File: src/owbm_pkg.sv
// ----------------------------------------------------------------------------
// owbm_pkg
// Shared types and constants for the 1-Wire bus master.
// ----------------------------------------------------------------------------
package owbm_pkg;

   localparam int CFG_WIDTH     = 10;
   localparam int CSR_IDX_WIDTH = 3;
   localparam int BITS_PER_BYTE = 8;
   localparam int READ_LOW_US   = 3;
   localparam int READ_TAIL_US  = 40;

   // operation codes
   localparam logic [1:0] OP_TICK  = 2'd0;
   localparam logic [1:0] OP_RESET = 2'd1;
   localparam logic [1:0] OP_WRITE = 2'd2;
   localparam logic [1:0] OP_READ  = 2'd3;

   // register indexes
   localparam logic [CSR_IDX_WIDTH-1:0] CSR_RESET_LOW   = 3'd0;
   localparam logic [CSR_IDX_WIDTH-1:0] CSR_PRES_WAIT   = 3'd1;
   localparam logic [CSR_IDX_WIDTH-1:0] CSR_RESET_TAIL  = 3'd2;
   localparam logic [CSR_IDX_WIDTH-1:0] CSR_W1_LOW      = 3'd3;
   localparam logic [CSR_IDX_WIDTH-1:0] CSR_W1_HIGH     = 3'd4;
   localparam logic [CSR_IDX_WIDTH-1:0] CSR_W0_LOW      = 3'd5;
   localparam logic [CSR_IDX_WIDTH-1:0] CSR_W0_HIGH     = 3'd6;
   localparam logic [CSR_IDX_WIDTH-1:0] CSR_RD_SAMPLE   = 3'd7;

   typedef enum logic [3:0] {
      PH_IDLE     = 4'd0,
      PH_RST_LOW  = 4'd1,
      PH_RST_WAIT = 4'd2,
      PH_RST_TAIL = 4'd3,
      PH_WR_LOW   = 4'd4,
      PH_WR_HIGH  = 4'd5,
      PH_RD_LOW   = 4'd6,
      PH_RD_WAIT  = 4'd7,
      PH_RD_TAIL  = 4'd8
   } phase_type;

   typedef struct packed {
      logic [1:0] operation;
      logic [7:0] write_byte;
      logic       line_level;
   } req_word_type;

   typedef struct packed {
      logic       drive_low;
      logic       busy_res;
      logic       done_res;
      logic       presence;
      logic [7:0] read_byte;
      logic       rejected;
   } rsp_word_type;

   typedef struct packed {
      logic [CFG_WIDTH-1:0] reset_low_us;
      logic [CFG_WIDTH-1:0] presence_wait_us;
      logic [CFG_WIDTH-1:0] reset_tail_us;
      logic [CFG_WIDTH-1:0] write_one_low_us;
      logic [CFG_WIDTH-1:0] write_one_high_us;
      logic [CFG_WIDTH-1:0] write_zero_low_us;
      logic [CFG_WIDTH-1:0] write_zero_high_us;
      logic [CFG_WIDTH-1:0] read_sample_us;
   } cfg_type;

   localparam cfg_type CFG_DEFAULTS = '{
      reset_low_us:       10'd600,
      presence_wait_us:   10'd30,
      reset_tail_us:      10'd500,
      write_one_low_us:   10'd6,
      write_one_high_us:  10'd74,
      write_zero_low_us:  10'd65,
      write_zero_high_us: 10'd20,
      read_sample_us:     10'd30
   };

endpackage

File: src/owbm_csr.sv
// ----------------------------------------------------------------------------
// owbm_csr
// Timing register file, write only.
// ----------------------------------------------------------------------------
module owbm_csr (
   input  logic                                clock,
   input  logic                                reset,
   input  logic                                csr_write_en,
   input  logic [owbm_pkg::CSR_IDX_WIDTH-1:0]  csr_index,
   input  logic [owbm_pkg::CFG_WIDTH-1:0]      csr_data,
   output owbm_pkg::cfg_type                   cfg
);

   owbm_pkg::cfg_type cfg_ff;
   owbm_pkg::cfg_type cfg_in;

   always_comb begin
      cfg_in = cfg_ff;
      if (csr_write_en) begin
         unique case (csr_index)
            owbm_pkg::CSR_RESET_LOW:  cfg_in.reset_low_us       = csr_data;
            owbm_pkg::CSR_PRES_WAIT:  cfg_in.presence_wait_us   = csr_data;
            owbm_pkg::CSR_RESET_TAIL: cfg_in.reset_tail_us      = csr_data;
            owbm_pkg::CSR_W1_LOW:     cfg_in.write_one_low_us   = csr_data;
            owbm_pkg::CSR_W1_HIGH:    cfg_in.write_one_high_us  = csr_data;
            owbm_pkg::CSR_W0_LOW:     cfg_in.write_zero_low_us  = csr_data;
            owbm_pkg::CSR_W0_HIGH:    cfg_in.write_zero_high_us = csr_data;
            owbm_pkg::CSR_RD_SAMPLE:  cfg_in.read_sample_us     = csr_data;
            default:                  cfg_in = cfg_ff;
         endcase
      end
   end

   always_ff @(posedge clock) begin
      if (reset) begin
         cfg_ff <= owbm_pkg::CFG_DEFAULTS;
      end else begin
         cfg_ff <= cfg_in;
      end
   end

   assign cfg = cfg_ff;

endmodule

File: src/owbm_seq.sv
// ----------------------------------------------------------------------------
// owbm_seq
// Bus sequencer: phase state, slot timer and byte shifter, one word per step.
// ----------------------------------------------------------------------------
module owbm_seq #(
   parameter int TIMER_WIDTH = 10
) (
   input  logic                   clock,
   input  logic                   reset,
   input  logic                   step,
   input  owbm_pkg::req_word_type item,
   input  owbm_pkg::cfg_type      cfg,
   output owbm_pkg::rsp_word_type result
);

   owbm_pkg::phase_type    phase_ff, phase_in;
   logic [TIMER_WIDTH-1:0] time_left_ff, time_left_in;
   logic [2:0]             bit_index_ff, bit_index_in;
   logic [7:0]             shift_byte_ff, shift_byte_in;
   logic                   presence_ff, presence_in;
   logic [1:0]             kind_ff, kind_in;
   logic [7:0]             read_result_ff, read_result_in;

   logic start;
   logic active;

   // zero load counts as one tick
   function automatic logic [TIMER_WIDTH-1:0] load_ticks(input logic [TIMER_WIDTH-1:0] t);
      return (t == '0) ? TIMER_WIDTH'(1) : t;
   endfunction

   assign start  = (item.operation != owbm_pkg::OP_TICK) && (phase_ff == owbm_pkg::PH_IDLE);
   assign active = (phase_ff != owbm_pkg::PH_IDLE) || start;

   // next state
   always_comb begin
      phase_in       = phase_ff;
      time_left_in   = time_left_ff;
      bit_index_in   = bit_index_ff;
      shift_byte_in  = shift_byte_ff;
      presence_in    = presence_ff;
      kind_in        = kind_ff;
      read_result_in = read_result_ff;

      if (start) begin
         kind_in      = item.operation;
         bit_index_in = '0;
         case (item.operation)
            owbm_pkg::OP_RESET: begin
               phase_in     = owbm_pkg::PH_RST_LOW;
               time_left_in = load_ticks(TIMER_WIDTH'(cfg.reset_low_us));
            end
            owbm_pkg::OP_WRITE: begin
               shift_byte_in = item.write_byte;
               phase_in      = owbm_pkg::PH_WR_LOW;
               time_left_in  = load_ticks(item.write_byte[0]
                                  ? TIMER_WIDTH'(cfg.write_one_low_us)
                                  : TIMER_WIDTH'(cfg.write_zero_low_us));
            end
            owbm_pkg::OP_READ: begin
               shift_byte_in = '0;
               phase_in      = owbm_pkg::PH_RD_LOW;
               time_left_in  = load_ticks(TIMER_WIDTH'(owbm_pkg::READ_LOW_US));
            end
            default: ;
         endcase
      end

      if (phase_in != owbm_pkg::PH_IDLE) begin
         time_left_in = time_left_in - TIMER_WIDTH'(1);
         if (time_left_in == '0) begin
            unique case (phase_in)
               owbm_pkg::PH_RST_LOW: begin
                  phase_in     = owbm_pkg::PH_RST_WAIT;
                  time_left_in = load_ticks(TIMER_WIDTH'(cfg.presence_wait_us));
               end
               owbm_pkg::PH_RST_WAIT: begin
                  presence_in  = ~item.line_level;
                  phase_in     = owbm_pkg::PH_RST_TAIL;
                  time_left_in = load_ticks(TIMER_WIDTH'(cfg.reset_tail_us));
               end
               owbm_pkg::PH_RST_TAIL: begin
                  phase_in = owbm_pkg::PH_IDLE;
               end
               owbm_pkg::PH_WR_LOW: begin
                  phase_in     = owbm_pkg::PH_WR_HIGH;
                  time_left_in = load_ticks(shift_byte_in[bit_index_in]
                                    ? TIMER_WIDTH'(cfg.write_one_high_us)
                                    : TIMER_WIDTH'(cfg.write_zero_high_us));
               end
               owbm_pkg::PH_WR_HIGH: begin
                  if (bit_index_in == 3'(owbm_pkg::BITS_PER_BYTE - 1)) begin
                     phase_in = owbm_pkg::PH_IDLE;
                  end else begin
                     bit_index_in = bit_index_in + 3'd1;
                     phase_in     = owbm_pkg::PH_WR_LOW;
                     time_left_in = load_ticks(shift_byte_in[bit_index_in]
                                       ? TIMER_WIDTH'(cfg.write_one_low_us)
                                       : TIMER_WIDTH'(cfg.write_zero_low_us));
                  end
               end
               owbm_pkg::PH_RD_LOW: begin
                  phase_in     = owbm_pkg::PH_RD_WAIT;
                  time_left_in = load_ticks(TIMER_WIDTH'(cfg.read_sample_us));
               end
               owbm_pkg::PH_RD_WAIT: begin
                  if (item.line_level) begin
                     shift_byte_in[bit_index_in] = 1'b1;
                  end
                  phase_in     = owbm_pkg::PH_RD_TAIL;
                  time_left_in = load_ticks(TIMER_WIDTH'(owbm_pkg::READ_TAIL_US));
               end
               owbm_pkg::PH_RD_TAIL: begin
                  if (bit_index_in == 3'(owbm_pkg::BITS_PER_BYTE - 1)) begin
                     read_result_in = shift_byte_in;
                     phase_in       = owbm_pkg::PH_IDLE;
                  end else begin
                     bit_index_in = bit_index_in + 3'd1;
                     phase_in     = owbm_pkg::PH_RD_LOW;
                     time_left_in = load_ticks(TIMER_WIDTH'(owbm_pkg::READ_LOW_US));
                  end
               end
               default: phase_in = owbm_pkg::PH_IDLE;
            endcase
         end
      end
   end

   // outputs; every command opens with a low phase
   always_comb begin
      result.drive_low = start
                         || (phase_ff == owbm_pkg::PH_RST_LOW)
                         || (phase_ff == owbm_pkg::PH_WR_LOW)
                         || (phase_ff == owbm_pkg::PH_RD_LOW);
      result.busy_res  = (phase_in != owbm_pkg::PH_IDLE);
      result.done_res  = active && (phase_in == owbm_pkg::PH_IDLE);
      result.presence  = presence_in;
      result.read_byte = read_result_in;
      result.rejected  = (item.operation != owbm_pkg::OP_TICK)
                         && (phase_ff != owbm_pkg::PH_IDLE);
   end

   always_ff @(posedge clock) begin
      if (reset) begin
         phase_ff       <= owbm_pkg::PH_IDLE;
         time_left_ff   <= '0;
         bit_index_ff   <= '0;
         shift_byte_ff  <= '0;
         presence_ff    <= 1'b0;
         kind_ff        <= owbm_pkg::OP_TICK;
         read_result_ff <= '0;
      end else if (step) begin
         phase_ff       <= phase_in;
         time_left_ff   <= time_left_in;
         bit_index_ff   <= bit_index_in;
         shift_byte_ff  <= shift_byte_in;
         presence_ff    <= presence_in;
         kind_ff        <= kind_in;
         read_result_ff <= read_result_in;
      end
   end

`ifndef NO_ASSERTIONS
   a_idle_tick_stays_idle: assert property (@(posedge clock) disable iff (reset)
      step && (phase_ff == owbm_pkg::PH_IDLE) && (item.operation == owbm_pkg::OP_TICK)
      |=> phase_ff == owbm_pkg::PH_IDLE)
      else $error("idle tick left idle");
   a_busy_has_kind: assert property (@(posedge clock) disable iff (reset)
      (phase_ff != owbm_pkg::PH_IDLE) |-> (kind_ff != owbm_pkg::OP_TICK))
      else $error("command running with no kind");
   a_reject_only_busy: assert property (@(posedge clock) disable iff (reset)
      result.rejected |-> (phase_ff != owbm_pkg::PH_IDLE) && !start)
      else $error("reject while idle");
`endif

endmodule

File: src/one_wire_bus_master.sv
// ----------------------------------------------------------------------------
// one_wire_bus_master
// 1-Wire bus master timed by one-microsecond tick words.
// ----------------------------------------------------------------------------
// Channel  Direction  Handshake              Word
// req_     in         req_valid / req_stall  operation, write_byte, line_level
// rsp_     out        rsp_valid / rsp_stall  drive_low .. rejected
// csr_     in         csr_write_en           csr_index, csr_data (10 bit)
//
// One word accepted per cycle while rsp_stall does not hold the pipe; a result
// word follows via the input register, then the sequencer and result register.
// The sequencer steps once per word as it moves into the result register.
// Reset is synchronous: sequencer idle, timing registers at their defaults.
// A stalled result holds; req_stall rises only when both stages are full.
// ----------------------------------------------------------------------------
module one_wire_bus_master #(
   parameter int TIMER_WIDTH = 10
) (
   input  logic                                clock,
   input  logic                                reset,
   input  logic                                req_valid,
   output logic                                req_stall,
   input  owbm_pkg::req_word_type              req_word,
   output logic                                rsp_valid,
   input  logic                                rsp_stall,
   output owbm_pkg::rsp_word_type              rsp_word,
   input  logic                                csr_write_en,
   input  logic [owbm_pkg::CSR_IDX_WIDTH-1:0]  csr_index,
   input  logic [owbm_pkg::CFG_WIDTH-1:0]      csr_data
);

   owbm_pkg::cfg_type      cfg;
   owbm_pkg::rsp_word_type seq_result;

   // input stage
   logic                   in_valid_ff, in_valid_in;
   owbm_pkg::req_word_type in_word_ff;
   // result stage
   logic                   out_valid_ff, out_valid_in;
   owbm_pkg::rsp_word_type out_word_ff;

   logic out_free;   // result register can take a word this cycle
   logic advance;    // input word steps the sequencer and moves on
   logic req_take;

   assign out_free  = !out_valid_ff || !rsp_stall;
   assign advance   = in_valid_ff && out_free;
   assign req_stall = in_valid_ff && !out_free;
   assign req_take  = req_valid && !req_stall;

   assign in_valid_in  = req_take || (in_valid_ff && !advance);
   assign out_valid_in = advance || (out_valid_ff && rsp_stall);

   owbm_csr u_csr (
      .clock        (clock),
      .reset        (reset),
      .csr_write_en (csr_write_en),
      .csr_index    (csr_index),
      .csr_data     (csr_data),
      .cfg          (cfg)
   );

   owbm_seq #(
      .TIMER_WIDTH (TIMER_WIDTH)
   ) u_seq (
      .clock  (clock),
      .reset  (reset),
      .step   (advance),
      .item   (in_word_ff),
      .cfg    (cfg),
      .result (seq_result)
   );

   always_ff @(posedge clock) begin
      if (reset) begin
         in_valid_ff  <= 1'b0;
         out_valid_ff <= 1'b0;
      end else begin
         in_valid_ff  <= in_valid_in;
         out_valid_ff <= out_valid_in;
      end
   end

   // payload, no reset
   always_ff @(posedge clock) begin
      if (req_take) begin
         in_word_ff <= req_word;
      end
      if (advance) begin
         out_word_ff <= seq_result;
      end
   end

   assign rsp_valid = out_valid_ff;
   assign rsp_word  = out_word_ff;

`ifndef NO_ASSERTIONS
   a_advance_fills_out: assert property (@(posedge clock) disable iff (reset)
      advance |=> out_valid_ff)
      else $error("stepped word lost");
   a_done_not_busy: assert property (@(posedge clock) disable iff (reset)
      out_valid_ff && out_word_ff.done_res |-> !out_word_ff.busy_res)
      else $error("done and busy together");
   a_no_step_when_blocked: assert property (@(posedge clock) disable iff (reset)
      out_valid_ff && rsp_stall |-> !advance)
      else $error("sequencer stepped into full result stage");
`endif

endmodule

File: config.mk
export PLATFORM = sky130hd
export DESIGN_NAME = one_wire_bus_master
export DESIGN_NICKNAME = d
export VERILOG_FILES = /design/src/owbm_pkg.sv /design/src/owbm_csr.sv /design/src/owbm_seq.sv /design/src/one_wire_bus_master.sv
export SDC_FILE = /design/constraint.sdc
export NUM_CORES = 1
export LEC_CHECK = 0
export BUFFER_PORTS_ARGS = -buffer_cell sky130_fd_sc_hd__buf_2
export CAP_MARGIN = 15
export CORE_ASPECT_RATIO = 1.75
export CORE_MARGIN = 10
export CORE_UTILIZATION = 30
export CTS_CLUSTER_SIZE = 20
export DETAILED_ROUTE_END_ITERATION = 12
export PLACE_DENSITY = 0.41
export SYNTH_ARGS = -nofsm -noshare
export SYNTH_HDL_FRONTEND = slang
export SYNTH_SLANG_ARGS = --single-unit
File: constraint.sdc
create_clock -name clock -period 6.4 [get_ports clock]
set_input_delay 1.28 -clock clock [delete_from_list [all_inputs] [get_ports clock]]
set_output_delay 1.28 -clock clock [all_outputs]
set_load 0.1 [all_outputs]
==> metrics <==
status=completed; dpl hpwl=21600 µm; Post-route DRC=0; CP peak stage delay=0.92 ns; drt initial violations=roughly 300; root buf cell=clkbuf_16; Non-Filler Instances=roughly 1200; Horiz. Die Dim=about 140 µm; routed wire length=around 28000 µm; Largest delay share family, worst path=simple AND/OR/NAND/NOR gates; initial antenna violation count=0; global route overflow=0; Vias/cell=around 5.4; top cells by area, synth=dfxtp_1, nand2_1, edfxtp_1; final worst path period need=between 5 and 6 ns; PD cells=about 270 nW/µm²; Routability Congestion=~0.9; FMAX=roughly 200 MHz; cell breakdown of the critical path=or4_1 -> nor2_8 -> and4_4 -> nor2_1 -> inv_1 -> ha_1 -> nand3_1 -> o32ai_1 -> o2111ai_1 -> xnor2_1 -> o21ai_2 -> nor4_4 -> a22oi_1 -> a311oi_1; # Post-CTS Setup Buffers=0; Initial DRT Pass Iterations=5; VDD IR max=0.188 mV; all-layer global routing usage=approximately 18%; diode count=0; Worst-path clk slew=around 0.07 ns; first-pass GRT wire length=43700 µm; CTS H-tree lvls=4; TritonCTS clock tree=built; cell count along the critical path=14; ANT nets after route=0; Hold Crit Class=reg2reg; CP bufs+invs=1; Skew-Pair Late Insertion Delay=0.45 ns; Layout Nets=about 950; Syn Inst Count=a little under 900; Hold Buf Count CTS=0; Tcrit/Tclk final=between 70% and 80%; post-synthesis sequential area ratio=between 40% and 50%; prevailing post-synth register cell=dfxtp_1; Yosys top cell area share=between 30 and 40%; commonest cells in the netlist=nand2_1, dfxtp_1, a21oi_1; worst r2r path cells=14; count leader, synth=nand2_1; max-slew violations=0; CP Launch Type=flip-flop; Max Cap Viol=0; port bufs=between 40 and 50; vias in the first global route=6904; CP Class=reg2reg; Avg Inst Size Synth=around 8.4 µm²; cell taking the most area after synthesis=dfxtp_1; post-CTS sizing=0; Final setup violation count=0; Distinct cells, synth=76; flops & latches, synth=140; Rel. slew slack=between 30 and 40%; Fin. Hold Viols=0; cts bufs inserted=17; Pleak=slightly above 3 nW; largest net degree at the start of global routing=85; Die Area=between 30000 and 40000 µm²; die span in y=228 µm; critical-path cell with the highest stage delay=or4_1; Core Region=around 25000 µm²; vias after detailed routing=~6700; routed len/inst=roughly 23 µm; setup_tns=0 ns; clock skew=~0.0096 ns; worst-path maximum fanout=16; Sink Count=140; Critical Path RT=6.75 ns; placed instance count=roughly 1200; worst-margin pin slew=approximately 0.97 ns; boundary pin count=44; cell count of the worst hold path=2; Clock Path Buffers=2; Post-synth ARST share=0%; CP endpoint kind=flip-flop; RSZ-0062 raised after global routing=no; num rows=76; Net Count, Synth=924; Worst Path Arrival=~5.4 ns; area grow syn2layout=13.9%; Synth Cell Area=around 7400 µm²; fraction of layout cells with a size suffix above 1=a little over an eighth; initial core utilization=30.3%; number of synthesis warnings=0; number of enable flip-flop cells after synthesis=24
registers in the layout, indices dropped and copies added, names as in the netlist:
| name | flops |
|---|---|
| u_seq.presence_ff | 1 |
| u_seq.bit_index_ff | 3 |
| u_seq.time_left_ff | 10 |
| in_word_ff | 11 |
| u_seq.shift_byte_ff | 8 |
| u_seq.phase_ff | 4 |
| in_valid_ff | 1 |
| u_csr.cfg | 80 |
| rsp_valid | 1 |
| rsp_word | 13 |
| u_seq.read_result_ff | 8 |
kinds of logic (layout without fill, tap and decap cells):
family | Yosys count | count (layout) | synth area share [%]
adders and majority gates | 5 | 5 | 0.840
xor gates and xnor gates | 10 | 10 | 1.18
DFF | 140 | 140 | 40.9
muxes | 53 | 53 | 7.53
buffers and inverters | 73 | 107 | 4.30
AOI/OAI and AO/OA | 216 | 216 | 19.7
and+or+nand+nor | 393 | 393 | 25.6
path summary, 6_finish.rpt:
path	startpoint	to	slack [ns]
worst min-delay path	u_csr.cfg[30]	u_csr.cfg[30]	0.46
worst max register to register	u_seq.phase_ff[2]	u_seq.time_left_ff[3]	1.38
worst max-delay path	u_seq.phase_ff[2]	u_seq.time_left_ff[3]	1.38
worst min register to register	u_csr.cfg[30]	u_csr.cfg[30]	0.46
layout make-up:
cell class                 count  area [µm²]
inverter                      19        71.3
clock buffer                  20         437
clock inverter                12         123
multi-input combinational    677        4100
fill                        2659       16100
timing repair buffer          56         313
tap                          312         390
sequential                   140        3040
layout by cell type (no fill, tap or decap), types with 7 or more instances in the layout:
cell type and n:
nand2_1 199, dfxtp_1 116, a21oi_1 86, nor2_1 64
buf_2 43, mux2i_1 38, nand3b_1 27, edfxtp_1 24
nor3_1 19, o21ai_0 19, inv_1 19, clkbuf_16 17
a211oi_1 16, nand3_1 15, nor4_1 13, buf_4 13
mux2_2 12, nand4_1 9, nand2b_1 8, o22ai_1 8
nor2b_1 7, nor4_2 7, a31oi_1 7, a222oi_1 7
per-layer routing:
metal / GRT usage (%) / vias to the layer above / wire length, µm
li1: - / 3287 / -
met1: 17.2 / 3272 / 9950
met2: 34.8 / 126 / 16400
met3: 3.31 / 48 / 742
met4: 9.39 / 0 / 1190
met5: 0 / - / 0
worst register-to-register path, cell delays in order, from the launching register on:
cell and delay [ns]:
dfxtp_1 0.47, or4_1 0.92, nor2_8 0.40, and4_4 0.30, nor2_1 0.08, inv_1 0.12
ha_1 0.21, nand3_1 0.08, o32ai_1 0.51, o2111ai_1 0.23, xnor2_1 0.27, o21ai_2 0.22
nor4_4 0.66, a22oi_1 0.19, a311oi_1 0.27
power breakdown:
group / leakage [nW] / internal (mW) / switching [mW]
Combinational: 1.62 / 0.117 / 0.265
Sequential: 1.17 / 0.927 / 0.0336
Clock: 0.275 / 0.569 / 0.404
metrics by stage:
| step | hold slack (ns) | cell area (µm²) | power, mW | setup WS, ns | util (%) |
|---|---|---|---|---|---|
| CTS | 0.459 | 8470 | 2.34 | 1.35 | 34.5 |
| detailed placement | 0.449 | 7910 | 1.36 | 1.40 | 32.2 |
| finish | 0.456 | 8470 | 2.32 | 1.38 | 34.5 |
| global placement | 0.446 | 7910 | 1.36 | 1.51 | 32.2 |
| floorplan | 0.436 | 7440 | 1.24 | 2.44 | - |
| global route | 0.487 | 8470 | 2.41 | 0.972 | 34.5 |
(Power assumes the default switching activity.)
